**src/rtl/pixel_to_hex_cube_round_defines.svh**
```systemverilog
// Assertion macros for the pixel to hex cube rounding block.
// Used by the top level; expects aclk and aresetn in the including scope.
`ifndef PIXEL_TO_HEX_CUBE_ROUND_DEFINES_SVH
`define PIXEL_TO_HEX_CUBE_ROUND_DEFINES_SVH

// Check that the consequent holds whenever the antecedent holds, outside reset.
`define P2H_ASSERT_IMP(label, ante, cons, msg) \
    label: assert property (@(posedge aclk) disable iff (!aresetn) (ante) |-> (cons)) \
        else $error(msg);

// Check that a condition holds at every clock edge outside reset.
`define P2H_ASSERT_ALWAYS(label, cond, msg) \
    label: assert property (@(posedge aclk) disable iff (!aresetn) (cond)) \
        else $error(msg);

`endif

```
**src/rtl/p2h_pkg.sv**
```systemverilog
// Shared constants, lane indexes and width helpers for the hex cube rounding pipeline.
// No dependencies; imported by every module of the block.
`default_nettype none

package p2h_pkg;

    // Fixed field widths
    localparam int POS_W   = 24;
    localparam int RECIP_W = 24;
    localparam int HEX_W   = 16;
    localparam int PROD_W  = 48;
    localparam int ERR_W   = 31;
    localparam int LOW_W   = 30;

    // Scaling: position times reciprocal keeps 12 fraction bits after this extra shift
    localparam int SCALE_EXTRA = 4;
    localparam int MAG_SHIFT   = 18;
    localparam int K_W         = 19;

    localparam int unsigned FRAC_BITS_DEFAULT = 8;

    // Lanes of the cube coordinate vector
    localparam int LANES  = 3;
    localparam int LANE_Q = 0;
    localparam int LANE_R = 1;
    localparam int LANE_S = 2;

    localparam logic [RECIP_W-1:0] SPACING_RECIP_RESET = 24'd262144;
    // sqrt(3) in Q.18, rounded to nearest
    localparam logic [K_W-1:0]     SQRT3_Q18           = 19'd454047;
    // Half of the divisor 3 * 2^30
    localparam logic [31:0]        ROUND_BIAS          = 32'h6000_0000;

    localparam logic signed [HEX_W-1:0] HEX_MAX = 16'sh7FFF;
    localparam logic signed [HEX_W-1:0] HEX_MIN = 16'sh8000;

    // Width of the scaled position (signed)
    function automatic int ux_width(input int unsigned frac_bits);
        return PROD_W - int'(frac_bits) - SCALE_EXTRA;
    endfunction

    // Width of sqrt(3) times scaled y (signed)
    function automatic int kuy_width(input int unsigned frac_bits);
        return ux_width(frac_bits) + K_W;
    endfunction

    // Width of the cube coordinates scaled by 3 * 2^30 (signed)
    function automatic int abc_width(input int unsigned frac_bits);
        return ux_width(frac_bits) + 20;
    endfunction

    // Width of the biased magnitude above the low 30 bits; also the signed coordinate width
    function automatic int quo_width(input int unsigned frac_bits);
        return abc_width(frac_bits) - LOW_W;
    endfunction

endpackage

`default_nettype wire

```
**src/rtl/p2h_scale.sv**
```systemverilog
// Stages 1-2: scale the position by the spacing reciprocal, then form sqrt(3) * y.
// Depends on p2h_pkg.
`default_nettype none

module p2h_scale
    import p2h_pkg::*;
#(
    parameter int unsigned FRAC_BITS = FRAC_BITS_DEFAULT,
    localparam int UXW  = ux_width(FRAC_BITS),
    localparam int KUYW = kuy_width(FRAC_BITS)
) (
    input  logic                      aclk,
    input  logic                      aresetn,
    input  logic                      in_valid,
    output logic                      in_ready,
    input  logic signed [POS_W-1:0]   pos_x,
    input  logic signed [POS_W-1:0]   pos_y,
    input  logic        [RECIP_W-1:0] recip,
    output logic                      out_valid,
    input  logic                      out_ready,
    output logic signed [UXW-1:0]     ux,
    output logic signed [KUYW-1:0]    kuy
);

    localparam int SH = int'(FRAC_BITS) + SCALE_EXTRA;
    localparam logic signed [K_W:0] K_S = signed'({1'b0, SQRT3_Q18});

    logic                     v1_reg, v2_reg;
    logic                     rdy1, rdy2;
    logic signed [RECIP_W:0]  rc_s;
    logic signed [PROD_W-1:0] prod_x_next, prod_y_next, prod_x_reg, prod_y_reg;
    logic signed [UXW-1:0]    ux_next, uy, ux_reg;
    logic signed [KUYW-1:0]   kuy_next, kuy_reg;

    // Ready chain: a stage loads when empty or when its successor loads
    assign rdy2     = !v2_reg || out_ready;
    assign rdy1     = !v1_reg || rdy2;
    assign in_ready = rdy1;

    // Stage 1: position times reciprocal
    assign rc_s        = signed'({1'b0, recip});
    assign prod_x_next = PROD_W'(pos_x * rc_s);
    assign prod_y_next = PROD_W'(pos_y * rc_s);

    // Stage 2: floor shift, then sqrt(3) * uy
    assign ux_next  = prod_x_reg[PROD_W-1:SH];
    assign uy       = prod_y_reg[PROD_W-1:SH];
    assign kuy_next = KUYW'(uy * K_S);

    // Advance valid bits
    always_ff @(posedge aclk) begin
        if (!aresetn) begin
            v1_reg <= 1'b0;
            v2_reg <= 1'b0;
        end else begin
            if (rdy1) begin
                v1_reg <= in_valid;
            end
            if (rdy2) begin
                v2_reg <= v1_reg;
            end
        end
    end

    // Advance payload
    always_ff @(posedge aclk) begin
        if (rdy1 && in_valid) begin
            prod_x_reg <= prod_x_next;
            prod_y_reg <= prod_y_next;
        end
        if (rdy2 && v1_reg) begin
            ux_reg  <= ux_next;
            kuy_reg <= kuy_next;
        end
    end

    assign out_valid = v2_reg;
    assign ux        = ux_reg;
    assign kuy       = kuy_reg;

endmodule

`default_nettype wire

```
**config.mk**
```make
export PLATFORM = sky130hd
export DESIGN_NAME = p2h_scale
export DESIGN_NICKNAME = d
export VERILOG_FILES = /design/src/rtl/pixel_to_hex_cube_round_defines.svh /design/src/rtl/p2h_pkg.sv /design/src/rtl/p2h_scale.sv
export SDC_FILE = /design/constraint.sdc
export NUM_CORES = 2
export LEC_CHECK = 0
export BUFFER_PORTS_ARGS = -buffer_cell sky130_fd_sc_hd__buf_2
export CAP_MARGIN = 30
export CORE_ASPECT_RATIO = 1.2
export CORE_MARGIN = 2
export CORE_UTILIZATION = 50
export CTS_CLUSTER_SIZE = 14
export DETAILED_ROUTE_END_ITERATION = 8
export GPL_TIMING_DRIVEN = 0
export PLACE_DENSITY = 0.71
export SKIP_LAST_GASP = 1
export SLEW_MARGIN = 20
export SYNTH_ARGS = -nofsm -noshare
export SYNTH_HDL_FRONTEND = slang
export SYNTH_SLANG_ARGS = --single-unit
```
**constraint.sdc**
```tcl
create_clock -name aclk -period 10.4 [get_ports aclk]
set_clock_uncertainty 0.1 [all_clocks]
set_input_delay 0.52 -clock aclk [delete_from_list [all_inputs] [get_ports aclk]]
set_output_delay 0.52 -clock aclk [all_outputs]
set_load 0.005 [all_outputs]
```
==> impl_metrics.tcl <==
set metrics [dict create \
    grt_max_degree 42 \
    yosysSeqAreaShare_pct 8.50 \
    cts-resized-gates 0 \
    instances_no_fill 7680 \
    syn-num-nets 8040 \
    vias 39900 \
    root_buffer "clkbuf_16" \
    num-nets-final 8216 \
    critPathTopFamily "adder cells" \
    max-slew-margin-rel_pct 28.5 \
    synth_cell_types 62 \
    end_kind "register" \
    largest_reg_flops 55 \
    hold_depth 2 \
    tns_ns 0 \
    die_x_um 315 \
    io_pins 169 \
    ys_ff_latch 165 \
    hp-start "aresetn" \
    syn2layout_area_growth_pct 5.93 \
    placed_cells 7638 \
    coreArea_mm2 0.115 \
    die-area_mm2 0.119 \
    place_congestion 0.988 \
    worst_path_most_repeated_cell "fa_1" \
    antenna_found_initial 16 \
    worstPathRequired_ns 10.61 \
    hold_path_class "in2reg" \
    rr_worst_depth 24 \
    async_flop_share_pct 0 \
    grt_pass1_wl_um 246000 \
    dpl_cell_area_mm2 0.0609 \
    final_area_mm2 0.0615 \
    syn_area_per_cell_um2 9.73 \
    max_freq_ghz 0.113 \
    synthCells 5964 \
    hold_end "out_valid" \
    cts_made_buffers 17 \
    cts_tree "built" \
    start_util_pct 50.5 \
    tightest_slew_ns 1.07 \
    chipHeight_um 377 \
    ys.flop_type "edfxtp_1" \
    hold_viol_final 0 \
    portBuffers 146 \
    slowest_delay_ns 0.75 \
    grt.overflow.total 0 \
    htreeDepth 4 \
    post_cts_buffers 0 \
    clock_path_buffers 2 \
    crit_path_max_fanout 10 \
    num_rows 136 \
    grt_setup_unrepaired "no" \
    track_usage_pct 27.6 \
    clkTransAtPathRegs_ns 0.08 \
    clock_latency_ns 0.56 \
    drtAntennaViolNets 0 \
    finalCritPeriodShare_pct 85.2 \
    fin_crit_ns 8.86 \
    worstSetupStartpointType "input port" \
    reg2reg_to "kuy[54]" \
    slowest_stage "clkbuf_1" \
    drcViolationCount 0 \
    r2r_setup_slack_ns 1.91 \
    setup_viol 0 \
    crit_buf_inv 5 \
    drtPass1Iterations 6 \
    drt_iter0_drc 2464 \
    layout-drive-gt1-share_pct 3.41 \
    yosys_warnings 0 \
    clkSinkCount 165 \
    drv_cap 0 \
    crit_type "in2reg" \
    grt_pass1_vias 44300 \
    slew_viol_final 0 \
    cts_hold_buffers 0 \
    routed_via_density 5.19 \
    synth_edf_count 163 \
    holdWs_ns 0.0764 \
    crit_arrival_ns 9.07 \
    status "completed" \
    worstReg2RegStart "prod_y_reg[25]" \
    wl_per_cell_um 20.1 \
    dp_hpwl_um 135000 \
    netlist_area_mm2 0.0580 \
    wirelength_um 154000 \
]
[how the worst max path moves through the flow]
stage	start	cells past startpoint	slack [ns]	to
3_3_place_gp	recip[11]	25	0.98	prod_x_reg[45]
6_report	recip[11]	25	1.54	prod_x_reg[45]
5_1_grt	recip[11]	25	1.22	prod_x_reg[45]
3_5_place_dp	recip[11]	25	0.99	prod_x_reg[45]
2_1_floorplan	prod_y_reg[47]	25	2.70	kuy[54]
4_1_cts	recip[11]	25	1.59	prod_x_reg[45]
[stage by stage]
stage	util [%]	worst slack, ns
after CTS	53.5	1.59
after detailed placement	53.0	0.993
final	53.5	1.54
after global routing	53.5	1.22
after floorplan	-	2.70
after global placement	52.8	0.983
[final cells by class]
cell class | count | area [um^2]
Buffer | 227 | 853
Timing Repair Buffer | 157 | 925
Clock buffer | 17 | 425
Sequential cell | 165 | 4930
Inverter | 1745 | 6550
Clock inverter | 15 | 156
Antenna cell | 9 | 22.5
Tap cell | 1518 | 1900
Fill cell | 10400 | 53400
Multi-Input combinational cell | 3827 | 45700
[cell usage after synthesis (9+ instances only)]
cell type | number | area [um^2]
nand4_1 | 14 | 87.6
ha_1 | 606 | 7580
nand3_1 | 24 | 120
nor3_1 | 17 | 85.1
xor2_1 | 38 | 333
o21ai_0 | 49 | 245
nand2_1 | 599 | 2250
nand2b_1 | 35 | 219
edfxtp_1 | 163 | 4890
inv_1 | 1745 | 6550
o21a_1 | 18 | 135
and3_1 | 15 | 93.8
clkbuf_1 | 226 | 848
nor2b_1 | 48 | 300
fa_1 | 1394 | 27900
nor2_1 | 57 | 214
o21bai_1 | 13 | 97.6
a21o_1 | 57 | 428
a21oi_1 | 102 | 510
xnor2_1 | 96 | 841
a31oi_1 | 9 | 56.3
and2_1 | 555 | 3470
[layout by cell type, fill, tap and decap left out, drive strengths merged, types with 5 or more instances in the layout]
| master | instances |
|---|---|
| and3 | 15 |
| nand2b | 35 |
| a21o | 57 |
| xnor2 | 96 |
| o21a | 18 |
| o21bai | 13 |
| nor2b | 48 |
| a21oi | 103 |
| xor2 | 38 |
| buf | 158 |
| nor3 | 18 |
| diode | 9 |
| nand2 | 599 |
| a211o | 5 |
| edfxtp | 163 |
| o21ai | 52 |
| ha | 606 |
| clkinv | 5 |
| nor2 | 57 |
| a211oi | 7 |
| and2 | 555 |
| fa | 1394 |
| inv | 1753 |
| a31oi | 9 |
| a31o | 5 |
| a41oi | 5 |
| nand3 | 24 |
| nand4 | 14 |
| clkbuf | 243 |
[layer usage]
| layer | vias up | GRT usage (%) | share of wire, % |
|---|---|---|---|
| met1 | 20400 | 32.5 | 37 |
| met2 | 1374 | 48.0 | 51 |
| li1 | 17600 | - | - |
| met5 | - | 0 | 0.076 |
| met4 | 12 | 13.3 | 5.4 |
| met3 | 408 | 5.35 | 6.7 |
[cells by family (layout without fill, tap and decap cells)]
group                    count (synthesis)  in the layout  share of synthesized area [%]
multiplexers                             3              3                         0.0517
buffers and inverters                 1972           2161                           12.8
adder cells (fa/ha/maj)               2000           2000                           61.2
other                                    0              9                              0
XOR/XNOR                               134            134                           2.02
AND/OR/NAND/NOR                       1383           1383                           12.0
flip-flops                             165            165                           8.50
AO/OA/AOI/OAI                          307            307                           3.47
Power is left out: the tool's default activity adds up to more than one toggle a clock period on the data nets, which glitch-free logic cannot reach.
