**src/rtl/pixel_to_hex_cube_round_defines.svh**
```systemverilog
// Assertion macros for the pixel to hex cube rounding block.
// Used by the top level; expects aclk and aresetn in the including scope.
`ifndef PIXEL_TO_HEX_CUBE_ROUND_DEFINES_SVH
`define PIXEL_TO_HEX_CUBE_ROUND_DEFINES_SVH

// Check that the consequent holds whenever the antecedent holds, outside reset.
`define P2H_ASSERT_IMP(label, ante, cons, msg) \
    label: assert property (@(posedge aclk) disable iff (!aresetn) (ante) |-> (cons)) \
        else $error(msg);

// Check that a condition holds at every clock edge outside reset.
`define P2H_ASSERT_ALWAYS(label, cond, msg) \
    label: assert property (@(posedge aclk) disable iff (!aresetn) (cond)) \
        else $error(msg);

`endif

```
**src/rtl/p2h_pkg.sv**
```systemverilog
// Shared constants, lane indexes and width helpers for the hex cube rounding pipeline.
// No dependencies; imported by every module of the block.
`default_nettype none

package p2h_pkg;

    // Fixed field widths
    localparam int POS_W   = 24;
    localparam int RECIP_W = 24;
    localparam int HEX_W   = 16;
    localparam int PROD_W  = 48;
    localparam int ERR_W   = 31;
    localparam int LOW_W   = 30;

    // Scaling: position times reciprocal keeps 12 fraction bits after this extra shift
    localparam int SCALE_EXTRA = 4;
    localparam int MAG_SHIFT   = 18;
    localparam int K_W         = 19;

    localparam int unsigned FRAC_BITS_DEFAULT = 8;

    // Lanes of the cube coordinate vector
    localparam int LANES  = 3;
    localparam int LANE_Q = 0;
    localparam int LANE_R = 1;
    localparam int LANE_S = 2;

    localparam logic [RECIP_W-1:0] SPACING_RECIP_RESET = 24'd262144;
    // sqrt(3) in Q.18, rounded to nearest
    localparam logic [K_W-1:0]     SQRT3_Q18           = 19'd454047;
    // Half of the divisor 3 * 2^30
    localparam logic [31:0]        ROUND_BIAS          = 32'h6000_0000;

    localparam logic signed [HEX_W-1:0] HEX_MAX = 16'sh7FFF;
    localparam logic signed [HEX_W-1:0] HEX_MIN = 16'sh8000;

    // Width of the scaled position (signed)
    function automatic int ux_width(input int unsigned frac_bits);
        return PROD_W - int'(frac_bits) - SCALE_EXTRA;
    endfunction

    // Width of sqrt(3) times scaled y (signed)
    function automatic int kuy_width(input int unsigned frac_bits);
        return ux_width(frac_bits) + K_W;
    endfunction

    // Width of the cube coordinates scaled by 3 * 2^30 (signed)
    function automatic int abc_width(input int unsigned frac_bits);
        return ux_width(frac_bits) + 20;
    endfunction

    // Width of the biased magnitude above the low 30 bits; also the signed coordinate width
    function automatic int quo_width(input int unsigned frac_bits);
        return abc_width(frac_bits) - LOW_W;
    endfunction

endpackage

`default_nettype wire

```
**src/rtl/p2h_cube.sv**
```systemverilog
// Stage 3: inverse hex matrix, giving q, r, s scaled by 3 * 2^30.
// Depends on p2h_pkg.
`default_nettype none

module p2h_cube
    import p2h_pkg::*;
#(
    parameter int unsigned FRAC_BITS = FRAC_BITS_DEFAULT,
    localparam int UXW  = ux_width(FRAC_BITS),
    localparam int KUYW = kuy_width(FRAC_BITS),
    localparam int AW   = abc_width(FRAC_BITS)
) (
    input  logic                        aclk,
    input  logic                        aresetn,
    input  logic                        in_valid,
    output logic                        in_ready,
    input  logic signed [UXW-1:0]       ux,
    input  logic signed [KUYW-1:0]      kuy,
    output logic                        out_valid,
    input  logic                        out_ready,
    output logic [LANES-1:0][AW-1:0]    abc
);

    logic                     v3_reg;
    logic                     rdy3;
    logic signed [AW-1:0]     ux_ext, kuy_ext, ux18;
    logic [LANES-1:0][AW-1:0] abc_next, abc_reg;

    assign rdy3     = !v3_reg || out_ready;
    assign in_ready = rdy3;

    // q = 2 * ux * 2^18, r = -ux * 2^18 + K * uy, s = -q - r
    assign ux_ext  = AW'(ux);
    assign kuy_ext = AW'(kuy);
    assign ux18    = ux_ext <<< MAG_SHIFT;

    always_comb begin
        abc_next         = '0;
        abc_next[LANE_Q] = ux_ext <<< (MAG_SHIFT + 1);
        abc_next[LANE_R] = kuy_ext - ux18;
        abc_next[LANE_S] = -ux18 - kuy_ext;
    end

    // Advance valid bit
    always_ff @(posedge aclk) begin
        if (!aresetn) begin
            v3_reg <= 1'b0;
        end else if (rdy3) begin
            v3_reg <= in_valid;
        end
    end

    // Advance payload
    always_ff @(posedge aclk) begin
        if (rdy3 && in_valid) begin
            abc_reg <= abc_next;
        end
    end

    assign out_valid = v3_reg;
    assign abc       = abc_reg;

endmodule

`default_nettype wire

```
**config.mk**
```make
export PLATFORM = sky130hd
export DESIGN_NAME = p2h_cube
export DESIGN_NICKNAME = d
export VERILOG_FILES = /design/src/rtl/pixel_to_hex_cube_round_defines.svh /design/src/rtl/p2h_pkg.sv /design/src/rtl/p2h_cube.sv
export SDC_FILE = /design/constraint.sdc
export NUM_CORES = 1
export LEC_CHECK = 0
export ABC_CLOCK_PERIOD_IN_PS = 5600
export BUFFER_PORTS_ARGS = -buffer_cell sky130_fd_sc_hd__buf_2
export CAP_MARGIN = 5
export CORE_ASPECT_RATIO = 0.7
export CORE_MARGIN = 5
export CORE_UTILIZATION = 55
export CTS_CLUSTER_DIAMETER = 80
export DETAILED_ROUTE_END_ITERATION = 8
export PLACE_DENSITY_LB_ADDON = 0.3
export SLEW_MARGIN = 20
export SYNTH_ARGS = -nofsm -noshare
export SYNTH_HDL_FRONTEND = slang
export SYNTH_SLANG_ARGS = --single-unit
```
**constraint.sdc**
```tcl
create_clock -name aclk -period 5.6 [get_ports aclk]
set_input_delay 0 -clock aclk [delete_from_list [all_inputs] [get_ports aclk]]
set_output_delay 0 -clock aclk [all_outputs]
set_load 0.01 [all_outputs]
```
==> impl_metrics.env, run 1 <==
export IMPL_outcome="completed"
export IMPL_slew_viol_final=0
export IMPL_syn2layout_area_growth_pct=23.68
export IMPL_start_util_pct=56.12
export IMPL_antenna_found_initial=1
export IMPL_drc=0
export IMPL_hold_depth=3
export IMPL_end_kind="flip-flop"
export IMPL_ys_warn_count=0
export IMPL_holdWs_ns=0.03509
export IMPL_cts_tree="yes"
export IMPL_cp_required_ns=5.77
export IMPL_hold_viol_final=0
export IMPL_htreeDepth=4
export IMPL_core_rowCount=42
export IMPL_setup_viol=0
export IMPL_core_area_um2=18920
export IMPL_avgSynthCellArea_um2=10.02
export IMPL_wirelength_um=28020
export IMPL_die_x_um=176.1
export IMPL_max_cap_viol_count=0
export IMPL_largest_register_ff_count=147
export IMPL_synth_top_cell_area_share_pct=41.58
export IMPL_post_route_cells_drive_above_1_share_pct=21.61
export IMPL_regToRegSetupSlack_ns=3.41
export IMPL_cts_root_buf="clkbuf_16"
export IMPL_grt_pass1_wl_um=44570
export IMPL_syn_inst=1060
export IMPL_rsz0062_at_grt="false"
export IMPL_netlist_top_cells_count="edfxtp_1 (147), inv_1 (135), ha_1 (130), a21oi_1 (97), xnor2_1 (59)"
export IMPL_ys_ff_latch=148
export IMPL_wl_per_cell_um=17.44
export IMPL_synth_cell_types=68
export IMPL_clkTransAtPathRegs_ns=0.07
export IMPL_num_vias=9095
export IMPL_p_switching_mw=1.203
export IMPL_tightestPinTransition_ns=0.7820
export IMPL_max_freq_ghz=0.2839
export IMPL_synthesis_area_um2=10620
export IMPL_power_internal_mw=2.507
export IMPL_synthFlopType="edfxtp_1"
export IMPL_fp_dieArea_um2=22230
export IMPL_io_pins=265
export IMPL_p_leak_nw=6.135
export IMPL_grt_max_degree=61
export IMPL_first_pass_iters=5
export IMPL_viasPerCell=5.660
export IMPL_clk_latency_ns=0.43
export IMPL_layout_nets=1578
export IMPL_skew_ns=0.008480
export IMPL_hpwl_um=20800
export IMPL_relSlewSlack_pct=47.86
export IMPL_crit_fanout=5
export IMPL_worstSetupStartpointType="primary input"
export IMPL_sequentialPowerShare_pct=38.6
export IMPL_critPathKind="in -> reg"
export IMPL_grtUsageTotal_pct=24.61
export IMPL_dr_first_iter_drc_count=780
export IMPL_synth_most_common_cell="edfxtp_1"
export IMPL_diodes=0
export IMPL_async_flop_share_pct=0
export IMPL_period_needed_ns=3.522
export IMPL_numCtsBuffers=17
export IMPL_min_path_type="in -> reg"
export IMPL_rr_worst_depth=3
export IMPL_worstPathArrival_ns=3.69
export IMPL_peakVddDrop_mv=0.1545
export IMPL_place_congestion=0.9617
export IMPL_globalRouteOverflowTotal=0
export IMPL_power_frac_clock_pct=31.6
export IMPL_fillCellCount=1455
export IMPL_yosys_top_cells_area="edfxtp_1 (42%), ha_1 (15%), xnor2_1 (4.9%)"
export IMPL_ant_nets=0
export IMPL_cts_sinks=148
export IMPL_p_sw_share_pct=32.43
export IMPL_tns_ns=0
export IMPL_numPortBuffers=245
export IMPL_die_h_um=126.2
export IMPL_synth_edf_count=147
export IMPL_clockBufferDepth=2
export IMPL_finalCritPeriodShare_pct=62.89
export IMPL_cellPowerDensity_nw_per_um2=282.5
export IMPL_first_global_vias=8829
export IMPL_comb_power_share_pct=29.8
export IMPL_synth_area_leader_cell="edfxtp_1"
export IMPL_seq_area_frac_synth_pct=41.77
stage by stage:
stage | power (mW) | utilization (%) | area [um2] | cells | worst slack, ns
after floorplan | 2.179 | - | 10680 | 1078 | 1.186
after global placement | 2.491 | 63.19 | 11960 | 1517 | 2.357
after detailed placement | 2.503 | 63.19 | 11960 | 1517 | 2.308
after CTS | 3.706 | 69.40 | 13130 | 1607 | 2.215
after global routing | 3.891 | 69.40 | 13130 | 1607 | 1.957
final | 3.710 | 69.40 | 13130 | 1607 | 2.078
cell type report:
cell class	instances	area, um2	share of cell area (%)
clock buffers	17	425.4	3.240
clock inverters	15	168.9	1.286
flip-flops and latches	148	4434	33.77
inverters	137	514.2	3.917
well taps	242	302.8	2.306
repair buffers	305	1822	13.87
multi-input cells	743	5463	41.60
layer usage:
layer / share of wire [%] / wire (um) / track usage (%) / up-vias
met5: 0.025 / 7 / 0 / -
met4: 1.5 / 412 / 5.683 / 2
met3: 8.8 / 2465 / 5.422 / 39
met2: 43 / 12080 / 37.19 / 420
met1: 47 / 13060 / 36.35 / 4260
li1: - / - / - / 4374
cell usage in the layout (no fill, tap or decap), types with 19 or more instances in the layout:
cell           instances
dlygate4sd3_1         58
ha_1                 130
o21ai_0               30
conb_1                19
nand2_1               51
nor2_1                58
inv_1                135
buf_2                245
a21oi_1               97
edfxtp_1             147
a21o_1                33
o21bai_1              28
nand4_1               23
xnor2_1               59
xor2_1                26
kinds of logic (layout without fill, tap and decap cells):
kind of cell	after synthesis	in the layout	share of synthesized area [%]
AOI/OAI and AO/OA	278	278	17.23
xor gates and xnor gates	85	85	7.012
adders and majority gates	131	131	15.51
buffers and inverters	187	474	7.437
DFF	148	148	41.77
other	1	19	0.03532
and+or+nand+nor	230	230	11.01
final timing paths:
check                              start                  to
setup / recovery                   ux[0]  abc[110]$_DFFE_PP_
hold / removal                   kuy[54]  abc[167]$_DFFE_PP_
setup reg to reg  out_valid$_SDFFE_PN0N_  abc[152]$_DFFE_PP_
hold reg to reg   out_valid$_SDFFE_PN0N_   abc[25]$_DFFE_PP_
power groups by stage:
stage          Combinational [mW]  Clock (mW)  Sequential (mW)
6_report                     1.11        1.17             1.43
5_1_grt                      1.21        1.24             1.44
4_1_cts                      1.09        1.18             1.43
3_5_place_dp                 1.05           0             1.45
3_3_place_gp                 1.04           0             1.45
2_1_floorplan               0.649           0             1.53
worst max-delay path, stage by stage:
cell and delay, ns:
dlygate4sd3_1 0.53, buf_2 0.14, ha_1 0.22, inv_1 0.09, fa_1 0.20, nor2b_1 0.26
o211ai_1 0.22, a311oi_1 0.44, a221oi_2 0.19, o31ai_2 0.45, o22ai_2 0.23, o41a_1 0.42
nor4_1 0.21, a311oi_1 0.07
repair_timing:
action                                  CTS  global route
endpoints found under the setup margin    0             0
hold buffers                             58             0
setup buffers                             0             0
resized for setup                         0             0
hold endpoints to repair                 58             0
(Power assumes the default switching activity.)
==> inputs of run 2 (changes only) <==
--- a/config.mk
+++ b/config.mk
@@ -5,12 +5,12 @@
 export SDC_FILE = /design/constraint.sdc
 export NUM_CORES = 1
 export LEC_CHECK = 0
-export ABC_CLOCK_PERIOD_IN_PS = 5600
+export ABC_CLOCK_PERIOD_IN_PS = 2800
 export BUFFER_PORTS_ARGS = -buffer_cell sky130_fd_sc_hd__buf_2
 export CAP_MARGIN = 5
 export CORE_ASPECT_RATIO = 0.7
 export CORE_MARGIN = 5
-export CORE_UTILIZATION = 55
+export CORE_UTILIZATION = 49
 export CTS_CLUSTER_DIAMETER = 80
 export DETAILED_ROUTE_END_ITERATION = 8
 export PLACE_DENSITY_LB_ADDON = 0.3
==> constraint.sdc (replaced) <==
create_clock -name aclk -period 2.8 [get_ports aclk]
set_input_delay 0 -clock aclk [delete_from_list [all_inputs] [get_ports aclk]]
set_output_delay 0 -clock aclk [all_outputs]
set_load 0.01 [all_outputs]
==> impl_metrics.env, run 2 (synthesized netlist as in run 1, its figures left out) <==
export IMPL_hpwl_um=22830
export IMPL_relSlewSlack_pct=60.98
export IMPL_cts_sinks=148
export IMPL_rr_worst_depth=3
export IMPL_regToRegSetupSlack_ns=1.21
export IMPL_setup_viol=0
export IMPL_layout_nets=1728
export IMPL_place_congestion=0.9367
export IMPL_worst_hold_path_endpoint="abc[167]$_DFFE_PP_"
export IMPL_finalPower_mw=8.065
export IMPL_wl_per_cell_um=16.41
export IMPL_clockBufferDepth=2
export IMPL_syn2layout_area_growth_pct=36.94
export IMPL_path_cells="dlygate4sd3_1 -> buf_2 -> ha_1 -> nand4_1 -> o21bai_2 -> or2_4 -> a21oi_4 -> o32a_2 -> a31oi_2 -> a41o_2 -> or4_1 -> and4_1"
export IMPL_globalRouteOverflowTotal=0
export IMPL_fp_dieArea_um2=24760
export IMPL_crit_fanout=5
export IMPL_layout_common_cells="buf_2 (245), buf_4 (148), edfxtp_1 (147), inv_1 (133), ha_1 (124)"
export IMPL_cp_num_buf_inv=2
export IMPL_cts_tree="yes"
export IMPL_min_path_type="in -> reg"
export IMPL_drc=0
export IMPL_core_area_um2=21510
export IMPL_setup_slack_ns=0.008673
export IMPL_regArea_um2=4434
export IMPL_grtUsageTotal_pct=22.95
export IMPL_skew_ns=0.01032
export IMPL_io_pins=265
export IMPL_critPathKind="in -> reg"
export IMPL_outcome="completed"
export IMPL_ant_nets=0
export IMPL_period_needed_ns=2.791
export IMPL_slew_viol_final=0
export IMPL_slowest_delay_ns=0.53
export IMPL_rr_startpoint="out_valid$_SDFFE_PN0N_"
export IMPL_grt_pass1_wl_um=45870
export IMPL_cp_top_family="simple AND/OR/NAND/NOR gates"
export IMPL_post_route_cells_drive_above_1_share_pct=31.22
export IMPL_die_h_um=133.2
export IMPL_cp_required_ns=2.98
export IMPL_wirelength_um=29500
export IMPL_start_util_pct=49.36
export IMPL_cts_root_buf="clkbuf_16"
export IMPL_dp_slack_ns=-0.4365
export IMPL_core_rowCount=45
export IMPL_hold_viol_final=0
export IMPL_fillCellCount=1722
export IMPL_peakVddDrop_mv=0.4628
export IMPL_p_leak_nw=6.930
export IMPL_max_cap_viol_count=0
export IMPL_hold_start="kuy[54]"
export IMPL_numCtsBuffers=17
export IMPL_num_vias=9519
export IMPL_multi_input_area_um2=5589
export IMPL_worstSetupStartpointType="primary input"
export IMPL_die_x_um=185.9
export IMPL_antenna_found_initial=0
export IMPL_cellPowerDensity_nw_per_um2=554.7
export IMPL_first_global_vias=9144
export IMPL_grt_max_degree=48
export IMPL_largest_register_ff_count=147
export IMPL_rr_endpoint="abc[98]$_DFFE_PP_"
export IMPL_finalCritPeriodShare_pct=99.69
export IMPL_clkTransAtPathRegs_ns=0.07
export IMPL_end_kind="flip-flop"
export IMPL_clk_latency_ns=0.43
export IMPL_max_freq_ghz=0.3583
export IMPL_first_pass_iters=7
export IMPL_crit_slowest_cell="dlygate4sd3_1"
export IMPL_numPortBuffers=245
export IMPL_hold_depth=3
export IMPL_rsz0062_at_grt="true"
export IMPL_viasPerCell=5.297
export IMPL_diodes=0
export IMPL_tightestPinTransition_ns=0.5804
export IMPL_worstPathArrival_ns=2.97
export IMPL_dr_first_iter_drc_count=698
export IMPL_htreeDepth=4
export IMPL_final_common_cell="buf_2"
[run 2: what timing repair did]
item / 4_1_cts / 5_1_grt
endpoints found under the setup margin: 1 / 17
hold endpoints to repair: 58 / 0
gates cloned: 0 / 0
pin swaps: 0 / 5
buffers inserted: 0 / 5
hold buffers: 59 / 0
gates resized for setup: 1 / 27
[run 2: worst max path at each step]
stage               startpoint  depth (start not counted)                 end
floorplan                ux[5]                         12  abc[164]$_DFFE_PP_
global placement         ux[0]                         15  abc[110]$_DFFE_PP_
detailed placement       ux[0]                         15  abc[110]$_DFFE_PP_
CTS                    kuy[18]                         16  abc[110]$_DFFE_PP_
global route           kuy[18]                         17  abc[110]$_DFFE_PP_
finish                  kuy[7]                         12  abc[164]$_DFFE_PP_
[run 2: area by class of cell]
cell class              count  share of cell area [%]
well taps                 282                   2.427
multi-input cells         743                   38.45
clock inverters            15                   1.609
flip-flops and latches    148                   30.50
clock buffers              17                   2.926
repair buffers            455                   20.55
inverters                 137                   3.537
[run 2: per-stage QoR]
step           area (um2)  hold slack [ns]  instances  setup TNS, ns  util, %
2_1_floorplan       10710          0.09887       1078              0        -
3_3_place_gp        13140           0.1913       1701         -3.339    61.11
3_5_place_dp        13140           0.1926       1701         -4.483    61.11
4_1_cts             14400         0.004035       1792              0    66.95
5_1_grt             14540          0.02593       1797        -0.3567    67.59
6_report            14540          0.02283       1797              0    67.59
[run 2: where the power goes]
part           switching (mW)  total [mW]  internal (mW)
clock network            1.07        2.61           1.54
logic                    1.43        2.60           1.17
registers              0.0649        2.86           2.79
total                    2.56        8.06           5.51
[run 2: tightest hold or removal path, delay by kind of cell]
kind | cells | cell delay, ns
XOR/XNOR | 1 | 0.11
buffers and inverters | 1 | 0.09
adder cells (fa/ha/maj) | 1 | 0.15
[run 2: metal layers]
layer | vias to the layer above | routed length [um] | global-route usage, %
met4 | 0 | 343 | 4.450
li1 | 4676 | - | -
met5 | - | 0 | 0
met3 | 21 | 2577 | 5.431
met1 | 4438 | 13820 | 34.40
met2 | 384 | 12750 | 34.22
