`src/rtl/pixel_to_hex_cube_round_defines.svh`:
```
// Assertion macros for the pixel to hex cube rounding block.
// Used by the top level; expects aclk and aresetn in the including scope.
`ifndef PIXEL_TO_HEX_CUBE_ROUND_DEFINES_SVH
`define PIXEL_TO_HEX_CUBE_ROUND_DEFINES_SVH

// Check that the consequent holds whenever the antecedent holds, outside reset.
`define P2H_ASSERT_IMP(label, ante, cons, msg) \
    label: assert property (@(posedge aclk) disable iff (!aresetn) (ante) |-> (cons)) \
        else $error(msg);

// Check that a condition holds at every clock edge outside reset.
`define P2H_ASSERT_ALWAYS(label, cond, msg) \
    label: assert property (@(posedge aclk) disable iff (!aresetn) (cond)) \
        else $error(msg);

`endif

```
`src/rtl/p2h_pkg.sv`:
```
// Shared constants, lane indexes and width helpers for the hex cube rounding pipeline.
// No dependencies; imported by every module of the block.
`default_nettype none

package p2h_pkg;

    // Fixed field widths
    localparam int POS_W   = 24;
    localparam int RECIP_W = 24;
    localparam int HEX_W   = 16;
    localparam int PROD_W  = 48;
    localparam int ERR_W   = 31;
    localparam int LOW_W   = 30;

    // Scaling: position times reciprocal keeps 12 fraction bits after this extra shift
    localparam int SCALE_EXTRA = 4;
    localparam int MAG_SHIFT   = 18;
    localparam int K_W         = 19;

    localparam int unsigned FRAC_BITS_DEFAULT = 8;

    // Lanes of the cube coordinate vector
    localparam int LANES  = 3;
    localparam int LANE_Q = 0;
    localparam int LANE_R = 1;
    localparam int LANE_S = 2;

    localparam logic [RECIP_W-1:0] SPACING_RECIP_RESET = 24'd262144;
    // sqrt(3) in Q.18, rounded to nearest
    localparam logic [K_W-1:0]     SQRT3_Q18           = 19'd454047;
    // Half of the divisor 3 * 2^30
    localparam logic [31:0]        ROUND_BIAS          = 32'h6000_0000;

    localparam logic signed [HEX_W-1:0] HEX_MAX = 16'sh7FFF;
    localparam logic signed [HEX_W-1:0] HEX_MIN = 16'sh8000;

    // Width of the scaled position (signed)
    function automatic int ux_width(input int unsigned frac_bits);
        return PROD_W - int'(frac_bits) - SCALE_EXTRA;
    endfunction

    // Width of sqrt(3) times scaled y (signed)
    function automatic int kuy_width(input int unsigned frac_bits);
        return ux_width(frac_bits) + K_W;
    endfunction

    // Width of the cube coordinates scaled by 3 * 2^30 (signed)
    function automatic int abc_width(input int unsigned frac_bits);
        return ux_width(frac_bits) + 20;
    endfunction

    // Width of the biased magnitude above the low 30 bits; also the signed coordinate width
    function automatic int quo_width(input int unsigned frac_bits);
        return abc_width(frac_bits) - LOW_W;
    endfunction

endpackage

`default_nettype wire

```
`src/rtl/p2h_select.sv`:
```
// Stages 7-8: rebuild the coordinate with the largest rounding error, then saturate
// to 16 bits into the output register. Depends on p2h_pkg.
`default_nettype none

module p2h_select
    import p2h_pkg::*;
#(
    parameter int unsigned FRAC_BITS = FRAC_BITS_DEFAULT,
    localparam int WW = quo_width(FRAC_BITS)
) (
    input  logic                         aclk,
    input  logic                         aresetn,
    input  logic                         in_valid,
    output logic                         in_ready,
    input  logic [LANES-1:0][WW-1:0]     coord,
    input  logic [LANES-1:0][ERR_W-1:0]  err,
    output logic                         out_valid,
    input  logic                         out_ready,
    output logic signed [HEX_W-1:0]      hex_q,
    output logic signed [HEX_W-1:0]      hex_r,
    output logic signed [HEX_W-1:0]      hex_s,
    output logic                         saturated
);

    localparam int RW = WW + 1;
    localparam logic signed [RW-1:0] SAT_HI = RW'(HEX_MAX);
    localparam logic signed [RW-1:0] SAT_LO = RW'(HEX_MIN);

    logic v7_reg, v8_reg;
    logic rdy7, rdy8;

    logic signed [RW-1:0]         qx, rx, sx;
    logic                         pick_q, pick_r;
    logic [LANES-1:0][RW-1:0]     fin_next, fin_reg;
    logic [LANES-1:0][HEX_W-1:0]  hex_next, hex_reg;
    logic                         sat_next, sat_reg;

    assign rdy8     = !v8_reg || out_ready;
    assign rdy7     = !v7_reg || rdy8;
    assign in_ready = rdy7;

    // Stage 7: q wins only when strictly largest, then r only when strictly above s, else s
    assign qx     = RW'(signed'(coord[LANE_Q]));
    assign rx     = RW'(signed'(coord[LANE_R]));
    assign sx     = RW'(signed'(coord[LANE_S]));
    assign pick_q = (err[LANE_Q] > err[LANE_R]) && (err[LANE_Q] > err[LANE_S]);
    assign pick_r = !pick_q && (err[LANE_R] > err[LANE_S]);

    always_comb begin
        fin_next         = '0;
        fin_next[LANE_Q] = pick_q ? -rx - sx : qx;
        fin_next[LANE_R] = pick_r ? -qx - sx : rx;
        fin_next[LANE_S] = (!pick_q && !pick_r) ? -qx - rx : sx;
    end

    // Stage 8: clip to 16 bits and flag it
    always_comb begin
        logic signed [RW-1:0] v;
        hex_next = '0;
        sat_next = 1'b0;
        for (int i = 0; i < LANES; i++) begin
            v = signed'(fin_reg[i]);
            if (v > SAT_HI) begin
                hex_next[i] = HEX_MAX;
                sat_next    = 1'b1;
            end else if (v < SAT_LO) begin
                hex_next[i] = HEX_MIN;
                sat_next    = 1'b1;
            end else begin
                hex_next[i] = HEX_W'(v);
            end
        end
    end

    // Advance valid bits
    always_ff @(posedge aclk) begin
        if (!aresetn) begin
            v7_reg <= 1'b0;
            v8_reg <= 1'b0;
        end else begin
            if (rdy7) begin
                v7_reg <= in_valid;
            end
            if (rdy8) begin
                v8_reg <= v7_reg;
            end
        end
    end

    // Advance payload
    always_ff @(posedge aclk) begin
        if (rdy7 && in_valid) begin
            fin_reg <= fin_next;
        end
        if (rdy8 && v7_reg) begin
            hex_reg <= hex_next;
            sat_reg <= sat_next;
        end
    end

    assign out_valid = v8_reg;
    assign hex_q     = signed'(hex_reg[LANE_Q]);
    assign hex_r     = signed'(hex_reg[LANE_R]);
    assign hex_s     = signed'(hex_reg[LANE_S]);
    assign saturated = sat_reg;

endmodule

`default_nettype wire
```
`config.mk`:
```
export PLATFORM = sky130hd
export DESIGN_NAME = p2h_select
export DESIGN_NICKNAME = d
export VERILOG_FILES = /design/src/rtl/pixel_to_hex_cube_round_defines.svh /design/src/rtl/p2h_pkg.sv /design/src/rtl/p2h_select.sv
export SDC_FILE = /design/constraint.sdc
export NUM_CORES = 1
export LEC_CHECK = 0
export BUFFER_PORTS_ARGS = -buffer_cell sky130_fd_sc_hd__buf_2
export CAP_MARGIN = 40
export CORE_MARGIN = 5
export CORE_UTILIZATION = 58
export DETAILED_ROUTE_END_ITERATION = 7
export GPL_ROUTABILITY_DRIVEN = 0
export PLACE_DENSITY = 0.83
export SLEW_MARGIN = 20
export SYNTH_ARGS = -nofsm -noshare
export SYNTH_HDL_FRONTEND = slang
export SYNTH_SLANG_ARGS = --single-unit
```
`constraint.sdc`:
```
create_clock -name aclk -period 5.5 [get_ports aclk]
set_input_delay 1.65 -clock aclk [delete_from_list [all_inputs] [get_ports aclk]]
set_output_delay 1.65 -clock aclk [all_outputs]
set_load 0.02 [all_outputs]
```
==> results of run 1 <==
[path summary, 6_finish.rpt]
kind,endpoint,slack [ns],cells after the start
worst min-delay path,hex_q[15]$_SDFFCE_PP0P_,0.51,0
worst max-delay path,fin_reg[80]$_DFFE_PP_,0.30,14
worst max register to register,saturated$_SDFFCE_PP1P_,3.14,5
worst min register to register,hex_q[15]$_SDFFCE_PP0P_,0.51,0
[synthesized netlist by cell type, types with 4 or more instances]
| master | count |
|---|---|
| nor2_1 | 111 |
| o21a_1 | 25 |
| nand3b_1 | 4 |
| o21ai_0 | 56 |
| clkbuf_1 | 22 |
| inv_1 | 143 |
| a221oi_1 | 4 |
| a211oi_1 | 15 |
| xor2_1 | 27 |
| o211ai_1 | 10 |
| nand2_1 | 50 |
| mux2_1 | 19 |
| a31oi_1 | 13 |
| nor3_1 | 29 |
| a41oi_1 | 4 |
| o31ai_1 | 9 |
| xnor2_1 | 69 |
| nand3_1 | 28 |
| ha_1 | 197 |
| nor4_1 | 13 |
| o21ai_1 | 27 |
| mux2i_1 | 21 |
| nand2b_1 | 10 |
| and3_1 | 5 |
| a21o_1 | 36 |
| or3_1 | 5 |
| nor2b_1 | 9 |
| a21oi_1 | 91 |
| o21bai_1 | 5 |
| mux2_2 | 13 |
| nand4_1 | 25 |
| edfxtp_1 | 130 |
[routing by layer]
layer	wire (um)	vias to the layer above
met4	1810	0
met5	0	-
li1	-	5284
met2	16200	495
met3	2170	132
met1	13200	5083
[kinds of logic (layout without fill, tap and decap cells)]
logic type / after synthesis / after routing / share of synthesized area, %
AOI/OAI and AO/OA: 339 / 339 / 18.0
buffers and inverters: 170 / 428 / 5.32
muxes: 53 / 53 / 4.66
and+or+nand+nor: 310 / 310 / 12.4
other: 0 / 3 / 0
adders and majority gates: 200 / 200 / 20.6
xor gates and xnor gates: 96 / 96 / 6.86
DFF: 132 / 132 / 32.2
[critical path, delay by kind of cell]
| kind | cells | cell delay, ns |
|---|---|---|
| xor gates and xnor gates | 2 | 0.38 |
| buffers and inverters | 1 | 0.13 |
| AOI/OAI and AO/OA | 5 | 1.44 |
| and+or+nand+nor | 4 | 1.48 |
| adders and majority gates | 1 | 0.22 |
| muxes | 1 | 0.10 |
[final cells by class]
class / instances / area [sq um] / area share, %
Antenna cell: 3 / 7.51 / 0.0519
Sequential cell: 132 / 3940 / 27.3
Inverter: 143 / 537 / 3.71
Clock inverter: 15 / 163 / 1.13
Clock buffer: 17 / 425 / 2.94
Multi-Input combinational cell: 998 / 7670 / 53.1
Timing Repair Buffer: 253 / 1360 / 9.41
Tap cell: 275 / 344 / 2.38
[metrics by stage]
| stage | instance area [sq um] | util, % |
|---|---|---|
| CTS | 14400 | 69.2 |
| finish | 14500 | 69.2 |
| detailed placement | 13900 | 66.3 |
| floorplan | 12300 | - |
| global placement | 13800 | 66.1 |
| global route | 14500 | 69.2 |
[power by group through the flow]
stage / logic (W) / registers [W] / clock network (W)
after floorplan: 0.000795 / 0.00134 / 0
after global placement: 0.00112 / 0.00131 / 0
after detailed placement: 0.00116 / 0.00131 / 0
after CTS: 0.00118 / 0.00129 / 0.00114
after global routing: 0.00131 / 0.00130 / 0.00119
final: 0.00119 / 0.00129 / 0.00113
==> metrics.cfg, run 1 <==
[routing]
wire_per_inst_um = 18.2
detail_route.first_pass.iterations = 5
drt-initial-drc-count = 830
routed_wl_mm = 33.4
antenna_left = 0
vias = 11000
drc = 0
via_per_inst = 5.99

[layout]
final_common_cell = buf_2
final_cell_mix = buf_2, ha_1, inv_1
fillers = 1625
drive_gt1_share_pct = 20.9
syn_to_final_growth_pct = 17.9
num-nets-final = 1920
largest_reg_flops = 81
final_cells = 1836

[cts]
clockBufferDepth = 2
cts_tree = yes
cts_resized = 0
post-cts-setup-buffers = 0
clkSlewWorstSetupHoldPaths_ns = 0.07
cts-htree-levels = 4
clkLatencyLatePin_ns = 0.44
cts_hold_repair.buffers = 0
cts_root_buf = clkbuf_16
numCtsBuffers = 17
numClockSinks = 132

[pwr]
total_power_w = 0.00361
pwr-share-clk_pct = 31.3
p_switching_w = 0.00121
intPower_w = 0.00240
peakVddDrop_mv = 0.171
power.density_nw_per_um2 = 250
combPwrFrac_pct = 33.0
swShare_pct = 33.6
seqPwrFrac_pct = 35.7
leakage_nw = 6.68

[timing]
layout_setup_ws_ns = 0.302
fmax_mhz = 192
tightest_slew_ns = 0.789
period_minus_slack_ns = 5.20
slew_viol_final = 0
setup_viol = 0
finalSetupTns_ns = 0
fin_crit_sh_pct = 94.5
finClkSkew_ns = 0.00948
max_slew_margin_pct = 47.4
finalHoldViolations = 0
whs_ns = 0.511
grt_setup_unrepaired = false

[grt]
use_met1_pct = 32.8
grt_util_all_layers_pct = 27.1
grt_use_met3_pct = 4.48
grt_overflow = 0
grt_pass1_wl_mm = 52.8
antenna_found_initial = 3
busiest_layer = met2
grt_use_met2_pct = 46.5
grt_max_degree = 55
grt_pass1_vias = 10900

[synth]
yosys.area.top_type = edfxtp_1
synthCells = 1300
ys.flop_type = edfxtp_1
synthTopCellsByArea = edfxtp_1, ha_1, xnor2_1, inv_1, a21oi_1
synth_edf_count = 130
yosysWarnings = 0
syn_area_sq_um = 12300
ys_ff_latch = 132
syn_nets = 1675
yosysUniqueCellTypes = 75
yosysTopAreaCellShare_pct = 31.9
ys_async_sr_fraction_pct = 0
syn_area_per_cell_sq_um = 9.43
yosysSeqAreaShare_pct = 32.2

[placed_design]
pre_cts_slack_ns = -0.0276
io_buffer_count = 225
dp.cells = 1801
hpwl_mm = 27.2

[worst_hold_path]
min-delay-start = fin_reg[26]$_DFFE_PP_
min_path_type = flip-flop to flip-flop

[floorplanning]
ios = 226
die_w_um = 155
dieArea_sq_um = 24100
std_cell_rows = 53
start_util_pct = 58.7
die_h_um = 155
core_sq_um = 20900

[status]
status = complete, no violations

[worst_setup_path]
r2r_start = fin_reg[75]$_DFFE_PP_
arrival_ns = 5.39
cp_max_fo = 4
slowest_stage = or4_1
worstPathCellList = buf_2, nor4_1, nand2b_1, or4_1, xor2_1, ha_1, or3_1, a211o_1, a311oi_2, o221ai_2, a221o_1, a21oi_2, xnor2_1, mux2i_1
crit_required_ns = 5.69
crit_path_end_kind = flip-flop
crit_path_start = coord[9]
start_kind = input port
cpPeakStageDelay_ns = 0.57
path_class = input port to flip-flop

[flow_run]
drv_cap = 0

Note: power is estimated with default switching activity, not from simulation.
==> run 2, diff against run 1 <==
--- a/config.mk
+++ b/config.mk
@@ -7,11 +7,13 @@
 export LEC_CHECK = 0
 export BUFFER_PORTS_ARGS = -buffer_cell sky130_fd_sc_hd__buf_2
 export CAP_MARGIN = 40
+export CELL_PAD_IN_SITES_DETAIL_PLACEMENT = 1
+export CELL_PAD_IN_SITES_GLOBAL_PLACEMENT = 1
 export CORE_MARGIN = 5
-export CORE_UTILIZATION = 58
+export CORE_UTILIZATION = 44
 export DETAILED_ROUTE_END_ITERATION = 7
 export GPL_ROUTABILITY_DRIVEN = 0
-export PLACE_DENSITY = 0.83
+export PLACE_DENSITY_LB_ADDON = 0.1
 export SLEW_MARGIN = 20
 export SYNTH_ARGS = -nofsm -noshare
 export SYNTH_HDL_FRONTEND = slang
==> metrics.cfg, run 2 (same netlist as run 1, synthesis figures left out) <==
[worst_setup_path]
slowest_stage = or4_1
cpPeakStageDelay_ns = 0.64  ; +0.07 ns
r2r_start = fin_reg[79]$_DFFE_PP_
path_class = input port to flip-flop
crit_path_end_kind = flip-flop
rr_worst_depth = 5  ; unchanged
critPathTopFamily = compound AO/OA/AOI/OAI gates
path_buf_inv = 1  ; unchanged
arrival_ns = 5.54  ; +0.15 ns
cp.depth = 14  ; unchanged
start_kind = input port
reg2reg_setup_slack_ns = 2.80  ; -0.34 ns
r2r-end = saturated$_SDFFCE_PP1P_
cpMostUsedCell = o21a_1
cp_max_fo = 4  ; unchanged
worstPathCellList = buf_2, nor3_2, nand3_1, or4_1, xor2_1, ha_1, a21oi_1, o211ai_1, a221oi_1, a2bb2oi_1, a311oi_1, o21a_1, o21a_1, o31ai_1
crit_required_ns = 5.75  ; +0.06 ns

[status]
status = complete, no violations

[floorplanning]
dieArea_sq_um = 31300  ; +30%
std_cell_rows = 61  ; +15%
die_h_um = 177  ; +14%
start_util_pct = 44.4  ; -14 points
core_sq_um = 27600  ; +32%
ios = 226  ; unchanged
die_w_um = 177  ; +14%

[cts]
cts_tree = yes
numCtsBuffers = 17  ; unchanged
cts_resized = 0  ; unchanged
numClockSinks = 132  ; unchanged
cts_root_buf = clkbuf_16
clkSlewWorstSetupHoldPaths_ns = 0.06  ; about the same
cts_hold_repair.buffers = 0  ; unchanged
clkLatencyLatePin_ns = 0.44  ; about the same
cts-htree-levels = 4  ; unchanged
clockBufferDepth = 2  ; unchanged
post-cts-setup-buffers = 0  ; unchanged

[timing]
max_slew_margin_pct = 51.8  ; +4.4 points
fmax_mhz = 189  ; -1.7%
fin_crit_sh_pct = 96.1  ; +1.6 points
layout_setup_ws_ns = 0.213  ; -0.0889 ns
period_minus_slack_ns = 5.29  ; +0.0889 ns
grt_setup_unrepaired = false
slew_viol_final = 0  ; unchanged
setup_viol = 0  ; unchanged
tightest_slew_ns = 0.723  ; -0.0656 ns
finalHoldViolations = 0  ; unchanged
finalSetupTns_ns = 0  ; unchanged
finClkSkew_ns = 0.0131  ; +0.00358 ns

[grt]
grt_overflow = 0  ; unchanged
grt_max_degree = 45  ; -18%
antenna_found_initial = 4  ; +1
grt_pass1_wl_mm = 59.8  ; +13%
grt_pass1_vias = 11500  ; +5.5%
grt_util_all_layers_pct = 24.2  ; -2.9 points

[routing]
drc = 0  ; unchanged
detail_route.first_pass.iterations = 5  ; unchanged
via_per_inst = 5.55  ; -7.4%
wl_met1_mm = 16.3  ; +24%
wire_per_inst_um = 19.7  ; +8.5%
vias = 10800  ; -2.0%
met3_length_mm = 1.18  ; -46%
antenna_left = 0  ; unchanged
drt-initial-drc-count = 523  ; -37%
routed_wl_mm = 38.3  ; +15%
highest_layer = met4
dr_wl_met2_mm = 19.7  ; +21%

[flow_run]
drv_cap = 0  ; unchanged

[placed_design]
place_area_sq_um = 14000  ; +1.1%
pre_cts_slack_ns = 0.00407  ; +0.0317 ns
io_buffer_count = 225  ; unchanged
hpwl_mm = 31.7  ; +17%
dp.cells = 1905  ; +5.8%

[worst_hold_path]
hold_end = hex_q[14]$_SDFFCE_PP1P_
min-delay-start = fin_reg[14]$_DFFE_PP_
min_path_cells = 1  ; +1
min_path_type = flip-flop to flip-flop

[layout]
syn_to_final_growth_pct = 19.2
num-nets-final = 1921  ; +0.052%
final_cell_mix = buf_2, ha_1, inv_1
final_common_cell = buf_2
largest_reg_flops = 81  ; unchanged
final_cells = 1942  ; +5.8%
design_area_sq_um = 14600  ; +1.1%
drive_gt1_share_pct = 20.9  ; about the same
fillers = 3302  ; +100%

[pwr]
leakage_nw = 6.69  ; +0.15%
power.density_nw_per_um2 = 252  ; +0.76%
peakVddDrop_mv = 0.145  ; -15%

-- run 2: cell type report --
cell class	count	area, sq um	area share (%)
antenna	5	12.5	0.0857
clock buffer	17	425	2.91
clock inverter	15	161	1.10
inverter	143	537	3.67
multi-input combinational	998	7690	52.7
sequential	132	3940	27.0
tap	378	473	3.24
timing repair buffer	254	1360	9.34
-- run 2: metrics by stage --
stage,utilization [%],hold WS (ns),total power (W)
after floorplan,-,0.477,0.00213
after global placement,50.6,0.495,0.00248
after detailed placement,50.7,0.514,0.00252
after CTS,52.8,0.532,0.00370
after global routing,52.9,0.549,0.00388
final,52.9,0.534,0.00368
-- run 2: worst max-delay path by stage --
stage | end | from
3_5_place_dp | fin_reg[52]$_DFFE_PP_ | coord[3]
5_1_grt | fin_reg[52]$_DFFE_PP_ | coord[3]
6_report | fin_reg[52]$_DFFE_PP_ | coord[3]
3_3_place_gp | fin_reg[52]$_DFFE_PP_ | coord[3]
4_1_cts | fin_reg[52]$_DFFE_PP_ | coord[3]
2_1_floorplan | fin_reg[80]$_DFFE_PP_ | coord[0]
-- run 2: layer usage --
layer / GRT usage (%) / vias up
li1: - / 5281
met1: 29.2 / 5210
met2: 44.2 / 219
met3: 2.82 / 61
met4: 9.22 / 0
met5: 0 / -
-- run 2: report_power, final --
group	leakage [nW]	switching [W]	internal, W	total [W]
clock network	0.286	0.000520	0.000643	0.00116
registers	1.27	0.0000362	0.00125	0.00129
logic	5.13	0.000719	0.000508	0.00123
